==> config.mk <==
export PLATFORM = sky130hd
export DESIGN_NAME = mpfb_front
export DESIGN_NICKNAME = d
export VERILOG_FILES = /design/src/assert_macros.svh /design/src/mpfb_pkg.sv /design/src/mpfb_front.sv
export SDC_FILE = /design/constraint.sdc
export NUM_CORES = 1
export LEC_CHECK = 0
export BUFFER_PORTS_ARGS = -buffer_cell sky130_fd_sc_hd__buf_2
export CAP_MARGIN = 40
export CORE_MARGIN = 1.5
export CORE_UTILIZATION = 30
export CTS_CLUSTER_DIAMETER = 80
export DETAILED_ROUTE_END_ITERATION = 6
export GPL_TIMING_DRIVEN = 0
export PLACE_DENSITY = 0.63
export SLEW_MARGIN = 20
export SYNTH_ARGS = -nofsm -noshare
export SYNTH_HDL_FRONTEND = slang
export SYNTH_SLANG_ARGS = --single-unit
export TNS_END_PERCENT = 30
==> constraint.sdc <==
create_clock -name i_clk -period 1.72 [get_ports i_clk]
set_input_delay 0.172 -clock i_clk [delete_from_list [all_inputs] [get_ports i_clk]]
set_output_delay 0.172 -clock i_clk [all_outputs]
set_load 0.05 [all_outputs]
==> src/assert_macros.svh <==
// Assertion macros for the RTL file that checks itself.
`ifndef ASSERT_MACROS_SVH
`define ASSERT_MACROS_SVH

// Same-cycle implication, checked at every rising clock edge out of reset.
`define ASSERT_IMPL(label, clk, rst_n, ante, cons) \
    label: assert property (@(posedge clk) disable iff (!(rst_n)) (ante) |-> (cons)) \
        else $error("assertion failed: implication");

// Next-cycle implication, checked at every rising clock edge out of reset.
`define ASSERT_NEXT(label, clk, rst_n, ante, cons) \
    label: assert property (@(posedge clk) disable iff (!(rst_n)) (ante) |=> (cons)) \
        else $error("assertion failed: next-cycle implication");

`endif

==> src/mpfb_pkg.sv <==
// Shared types and constants of the page-mode framebuffer blit unit.
package mpfb_pkg;

    // Default panel geometry.
    localparam int DEF_PANEL_COLS  = 128;
    localparam int DEF_PANEL_PAGES = 8;
    localparam int DEF_PANEL_ROWS  = 64;

    // Page index is at most three bits (up to eight pages).
    localparam int PAGE_W = 3;

    // Depth of the queue between front and back.
    localparam int Q_DEPTH = 2;

    // Input action codes.
    localparam logic [1:0] ACT_CLEAR = 2'd0;
    localparam logic [1:0] ACT_PIXEL = 2'd1;
    localparam logic [1:0] ACT_FLUSH = 2'd2;

    // Configuration register indexes.
    localparam logic [1:0] CFG_COL_SHIFT  = 2'd0;
    localparam logic [1:0] CFG_ROW_SHIFT  = 2'd1;
    localparam logic [1:0] CFG_SRC_WIDTH  = 2'd2;
    localparam logic [1:0] CFG_SRC_HEIGHT = 2'd3;

    // Configuration reset values.
    localparam logic [7:0] RST_SRC_WIDTH  = 8'd128;
    localparam logic [7:0] RST_SRC_HEIGHT = 8'd64;

    // Panel command bytes of the readout.
    localparam logic [7:0] CMD_PAGE_BASE = 8'hB0;
    localparam logic [7:0] CMD_COL_LO    = 8'h00;
    localparam logic [7:0] CMD_COL_HI    = 8'h10;

    typedef enum logic [1:0] {
        OP_CLEAR = 2'd0,
        OP_PIXEL = 2'd1,
        OP_FLUSH = 2'd2
    } t_op;

    typedef struct packed {
        t_op        op;
        logic [7:0] pixel;
        logic       first;
    } t_q_item;

    typedef struct packed {
        logic pop;
        logic init_busy;
    } t_back_ctl;

    typedef struct packed {
        logic [7:0] x_off;
        logic [6:0] y_off;
        logic [7:0] width;
        logic [7:0] height;
    } t_cfg;

endpackage

==> src/mpfb_front.sv <==
// Front end: accepts items, classifies the action and queues them for the back end.
module mpfb_front (
    input  logic               i_clk,
    input  logic               i_rst_n,
    input  logic               start,
    output logic               busy,
    input  logic [1:0]         i_action,
    input  logic [7:0]         i_pixel_byte,
    input  logic               i_first_byte,
    input  mpfb_pkg::t_back_ctl i_ctl,
    output logic               o_q_valid,
    output mpfb_pkg::t_q_item  o_q_item
);
    import mpfb_pkg::*;

    localparam int PTR_W = $clog2(Q_DEPTH);
    localparam int CNT_W = $clog2(Q_DEPTH + 1);

    t_q_item          r_q [Q_DEPTH];
    logic [PTR_W-1:0] r_wptr;
    logic [PTR_W-1:0] r_rptr;
    logic [CNT_W-1:0] r_count;
    logic             full;
    logic             accept;
    logic             keep;
    logic             push;
    t_q_item          item;

    assign full   = (r_count == CNT_W'(Q_DEPTH));
    assign busy   = i_ctl.init_busy || full;
    assign accept = start && !busy;

    // Classify: drop the unused action code here.
    always_comb begin
        item.pixel = i_pixel_byte;
        item.first = i_first_byte;
        item.op    = OP_CLEAR;
        keep       = 1'b1;
        unique case (i_action)
            ACT_CLEAR: item.op = OP_CLEAR;
            ACT_PIXEL: item.op = OP_PIXEL;
            ACT_FLUSH: item.op = OP_FLUSH;
            default:   keep    = 1'b0;
        endcase
    end

    assign push = accept && keep;

    always_ff @(posedge i_clk) begin
        if (!i_rst_n) begin
            r_wptr  <= '0;
            r_rptr  <= '0;
            r_count <= '0;
        end else begin
            if (push) begin
                r_wptr <= (r_wptr == PTR_W'(Q_DEPTH - 1)) ? '0 : r_wptr + PTR_W'(1);
            end
            if (i_ctl.pop) begin
                r_rptr <= (r_rptr == PTR_W'(Q_DEPTH - 1)) ? '0 : r_rptr + PTR_W'(1);
            end
            if (push && !i_ctl.pop) begin
                r_count <= r_count + CNT_W'(1);
            end else if (!push && i_ctl.pop) begin
                r_count <= r_count - CNT_W'(1);
            end
        end
    end

    always_ff @(posedge i_clk) begin
        if (push) begin
            r_q[r_wptr] <= item;
        end
    end

    assign o_q_valid = (r_count != '0);
    assign o_q_item  = r_q[r_rptr];
endmodule

==> impl_metrics.json, run 1 <==
{
  "multiInputGateArea_um2": 293,
  "final_common_cell": "buf_2",
  "async_flop_share_pct": 0,
  "p_int_mw": 0.919,
  "synth.avg_cell_area_um2": 16.7,
  "crit_arrival_ns": 1.92,
  "cts.sinks": 27,
  "synth_edf_count": 22,
  "reg2reg_from": "r_count[0]",
  "end_kind": "flop",
  "fmax_ghz": 0.607,
  "yosysTopAreaCellShare_pct": 62.6,
  "nFillCells": 351,
  "synth.yosys.warnings": 0,
  "path_class": "flop to flop",
  "die_y_um": 62.3,
  "dpl.hpwl_mm": 1.24,
  "ant_nets": 0,
  "numCtsBuffers": 3,
  "synthFlopType": "edfxtp_1",
  "root_buffer": "clkbuf_4",
  "grt_usage_pct": 9.33,
  "drt_iter0_drc": 13,
  "setup_violations": 0,
  "die-width_um": 62.3,
  "firstDrtPassIters": 2,
  "startpoint_type": "flop",
  "grt_start_max_net_pins": 16,
  "holdCritPathClass": "input pin to flop",
  "start_util_pct": 31.4,
  "register_area_um2": 762,
  "avgViaCountPerCell": 4.20,
  "gp_congestion": 0.658,
  "synth_cell_types": 22,
  "seqPwrFrac_pct": 58.0,
  "yosys_register_bits": 27,
  "netlist_area_um2": 1050,
  "hold_viol": 0,
  "clkPwrFrac_pct": 20.7,
  "avgRoutedWirePerCell_um": 12.4,
  "yosysSeqAreaShare_pct": 72.1,
  "coreArea_um2": 3360,
  "maxSlewViolCount": 0,
  "fin_crit_ns": 1.65,
  "p_sw_mw": 0.391,
  "clkLatencyLatePin_ns": 0.32,
  "finalSetupTns_ns": 0,
  "syn_inst": 63,
  "synth_area_leaders": "edfxtp_1, mux2_1, dfxtp_1",
  "max-slew-margin-rel_pct": 61.8,
  "io_pins": 29,
  "htreeDepth": 1,
  "cts_tree": "done",
  "fin_nets": 114,
  "n_antenna_cell": 0,
  "rsz0062_at_grt": "true",
  "antenna_found_initial": 0,
  "synth_nets": 80,
  "p_sw_share_pct": 29.8,
  "final_cell_mix": "buf_2, edfxtp_1, mux2_1, dfxtp_1",
  "cts_buffer_depth": 2,
  "syn_to_final_growth_pct": 23.5,
  "drive_gt1_share_pct": 39.6,
  "worstMarginPinSlew_ns": 0.571,
  "grt_pass1_vias": 618,
  "status": "finished, final reports clean",
  "io_buffers": 28,
  "combPwrFrac_pct": 21.3,
  "worst_slack_ns": 0.0714,
  "powerDensity_nw_per_um2": 1010,
  "die_area_um2": 3880,
  "dp_slack_ns": 0.00711,
  "maxCapViolations": 0,
  "crit_fanout": 4,
  "ir_drop_v": 0.000389,
  "fin_skew_ns": 0.00278,
  "rows": 21,
  "path_clk_slew_ns": 0.14,
  "vias": 596,
  "worstPathRequired_ns": 1.99,
  "grt_pass1_wl_mm": 2.75,
  "hold_start": "i_pixel_byte[2]",
  "fin_crit_sh_pct": 95.8,
  "overflow": 0,
  "drc": 0,
  "wl_mm": 1.76,
  "crit_path_start": "r_count[0]",
  "postCtsHoldBufs": 0,
  "yosysTopAreaCell": "edfxtp_1",
  "leakage_nw": 0.507
}
-- kinds of logic after synthesis --
group | after synthesis | synth area share, %
AOI/OAI and AO/OA | 3 | 1.90
xor gates and xnor gates | 3 | 2.49
buffers and inverters | 3 | 1.19
and+or+nand+nor | 14 | 8.42
DFF | 27 | 72.1
adders and majority gates | 1 | 1.19
muxes | 12 | 12.7
-- metrics by stage --
stage / hold WS, ns / power (mW) / util [%] / cells / instance area (um^2)
final: 0.0222 / 1.31 / 38.7 / 142 / 1300
after global routing: 0.00826 / 1.36 / 38.7 / 142 / 1300
after CTS: 0.0124 / 1.32 / 38.5 / 141 / 1290
after detailed placement: 0.363 / 1.05 / 37.6 / 137 / 1260
after global placement: 0.363 / 1.04 / 37.6 / 137 / 1260
after floorplan: 0.271 / 0.981 / - / 63 / 1070
-- registers in the layout, indices dropped and copies added, names as in the netlist, named ones only --
| signal | flops |
|---|---|
| r_wptr | 1 |
| r_count | 2 |
| r_rptr | 1 |
| r_q | 22 |
-- path summary, 6_finish.rpt --
check          endpoint  slack [ns]  depth (start not counted)
min           r_q[1][3]        0.02                          1
min reg2reg      r_wptr        0.53                          2
max          r_count[1]        0.07                          5
max reg2reg  r_count[1]        0.07                          5
-- power groups by stage --
| stage | Combinational, mW | Clock [mW] | Sequential (mW) |
|---|---|---|---|
| 6_report | 0.280 | 0.271 | 0.760 |
| 5_1_grt | 0.297 | 0.298 | 0.764 |
| 4_1_cts | 0.282 | 0.281 | 0.760 |
| 3_5_place_dp | 0.278 | 0 | 0.774 |
| 3_3_place_gp | 0.272 | 0 | 0.771 |
| 2_1_floorplan | 0.211 | 0 | 0.770 |
-- Yosys cell counts, types with 2 or more instances --
| cell type | instances |
|---|---|
| edfxtp_1 | 22 |
| inv_1 | 2 |
| nor2b_1 | 2 |
| xor2_1 | 2 |
| mux2_1 | 10 |
| nor2_1 | 3 |
| dfxtp_1 | 5 |
| nand2b_1 | 3 |
-- routing by layer --
metal / up-vias / part of all wire [%] / global-route usage (%)
met1: 272 / 41 / 10.8
met3: 5 / 8.1 / 2.54
met4: 0 / 1.7 / 5.00
met2: 26 / 50 / 15.8
met5: - / 0 / 0
li1: 293 / - / -
-- critical path: stages, from the launching register on --
cell and delay (ns):
dfxtp_2 0.39, nand2b_1 0.14, nor3b_4 0.22, ha_1 0.29, or3_1 0.39, a21oi_1 0.16
-- cell type report --
| type | count | area share [%] |
|---|---|---|
| clock buffers | 3 | 1.73 |
| multi-input cells | 33 | 22.5 |
| plain buffers | 1 | 0.576 |
| inverters | 2 | 0.576 |
| clock inverters | 1 | 0.384 |
| repair buffers | 29 | 11.3 |
| well taps | 46 | 4.42 |
| flip-flops and latches | 27 | 58.5 |
-- what timing repair did --
action,4_1_cts,5_1_grt
buffers inserted,0,1
hold endpoints to repair,0,0
resized for setup,2,0
setup endpoints to repair,14,12
(Power assumes the default switching activity.)
==> run 2, diff against run 1 <==
- SETUP_SLACK_MARGIN: default -> 0.15
==> run 2 against run 1 <==
  * Flip-flop and latch count is the same
  * Clock skew grew 0.00091 ns
  * Critical endpoint unchanged
  * Critical path type unchanged
  * Die area is the same
  * Hold slack gained 0.018 ns
  * Via count grew 6.2%
  * Final cell count grew 3.5%
==> impl_metrics.json, run 2 (synthesized netlist as in run 1, its figures left out) <==
{
  "leakage_nw": 0.549,
  "final_common_cell": "edfxtp_1",
  "drt_iter0_drc": 9,
  "rsz0062_at_grt": "true",
  "firstDrtPassIters": 4,
  "design_area_um2": 1420,
  "power_mw": 1.36,
  "setup_violations": 0,
  "holdCritPathClass": "input pin to flop",
  "crit_fanout": 4,
  "final-instance-count-excl-fill": 147,
  "grt_usage_pct": 9.54,
  "max-slew-margin-rel_pct": 62.0,
  "drive_gt1_share_pct": 49.5,
  "slowest_stage": "dfxtp_2",
  "cp.depth": 5,
  "largest_register": "r_q",
  "crit_path_start": "r_count[0]",
  "ant_nets": 0,
  "grt_pass1_wl_mm": 2.86,
  "n_antenna_cell": 0,
  "avgRoutedWirePerCell_um": 12.4,
  "crit_path_end": "r_count[1]",
  "hold_slack_ns": 0.0400,
  "reg2reg_from": "r_count[0]",
  "dp_slack_ns": -0.0215,
  "maxCapViolations": 0,
  "wl_mm": 1.82,
  "die-width_um": 62.3,
  "htreeDepth": 1,
  "fin_skew_ns": 0.00369,
  "numCtsBuffers": 3,
  "crit_arrival_ns": 1.83,
  "gp_congestion": 0.714,
  "path_class": "flop to flop",
  "cts.sinks": 27,
  "cpLargestDelayFamily": "simple AND/OR/NAND/NOR gates",
  "io_buffers": 28,
  "fin_crit_ns": 1.57,
  "rows": 21,
  "coreArea_um2": 3360,
  "register_area_um2": 766,
  "hold_viol": 0,
  "antenna_found_initial": 0,
  "powerDensity_nw_per_um2": 960,
  "die_y_um": 62.3,
  "final_cell_mix": "edfxtp_1, buf_2, mux2_1, buf_6, buf_4",
  "r2r-end": "r_count[1]",
  "maxSlewViolCount": 0,
  "dp.cells": 137,
  "fin_nets": 119,
  "end_kind": "flop",
  "die_area_um2": 3880,
  "overflow": 0,
  "max_stage_delay_ns": 0.38,
  "avgViaCountPerCell": 4.31,
  "ff2ff_path_depth": 5,
  "drc": 0,
  "ir_drop_v": 0.000342,
  "worstMarginPinSlew_ns": 0.568,
  "postCtsHoldBufs": 0,
  "io_pins": 29,
  "startpoint_type": "flop",
  "reg.largest.list": "r_q x22, r_count x2",
  "cts_tree": "done",
  "grt_pass1_vias": 664,
  "worstPathRequired_ns": 1.98,
  "syn_to_final_growth_pct": 34.5,
  "nFillCells": 325,
  "fin_crit_sh_pct": 91.4,
  "fmax_ghz": 0.636,
  "largest_register_ffs": 22,
  "clkLatencyLatePin_ns": 0.31,
  "dpl.hpwl_mm": 1.26,
  "vias": 633,
  "cts_buffer_depth": 2,
  "grt_start_max_net_pins": 15,
  "path_cells": "nand2b_4 > nor3b_4 > ha_4 > or3_4 > a21oi_2",
  "reg2reg_slack_ns": 0.15,
  "postPlaceCellArea_um2": 1270,
  "worst_slack_ns": 0.149,
  "path_buf_inv": 0,
  "path_clk_slew_ns": 0.13,
  "multiInputGateArea_um2": 325,
  "root_buffer": "clkbuf_4",
  "status": "finished, final reports clean",
  "start_util_pct": 31.4
}
==> run 2: worst min-delay path by stage <==
stage | endpoint | slack (ns) | cells past startpoint | start
floorplan | r_q[0][0] | 0.27 | 0 | i_first_byte
global placement | r_q[0][8] | 0.36 | 1 | i_pixel_byte[7]
detailed placement | r_q[0][8] | 0.37 | 1 | i_pixel_byte[7]
CTS | r_q[1][8] | 0.03 | 1 | i_pixel_byte[7]
global route | r_q[1][8] | 0.01 | 1 | i_pixel_byte[7]
finish | r_q[1][8] | 0.04 | 1 | i_pixel_byte[7]
==> run 2: final cells by class <==
cell class	instances	area share, %
repair buffers	34	15.9
inverters	2	0.529
flip-flops and latches	27	54.0
multi-input cells	33	22.9
well taps	46	4.06
clock buffers	4	1.85
plain buffers	1	0.794
==> run 2: power breakdown <==
group,switching (mW),leakage (nW),internal [mW]
sequential,0.0216,0.244,0.743
combinational,0.204,0.290,0.136
clock,0.167,0.0150,0.0905
total,0.393,0.549,0.970
==> run 2: per-layer routing <==
metal / global-route usage (%) / wire, um
met3: 3.44 / 114
met1: 10.0 / 756
met5: 0 / 0
met4: 4.17 / 0
met2: 17.1 / 947
==> run 2: per-stage QoR <==
stage	setup TNS, ns	utilization, %
3_3_place_gp	0	37.6
2_1_floorplan	0	-
3_5_place_dp	-0.0215	37.6
4_1_cts	0	39.2
6_report	0	42.2
5_1_grt	0	42.2
==> run 2: timing repair <==
action / 4_1_cts / 5_1_grt
cloned: 0 / 1
setup endpoints to repair: 22 / 16
endpoints found under the hold margin: 0 / 0
gates resized for setup: 4 / 29
pin swaps: 0 / 2
buffers inserted: 1 / 4
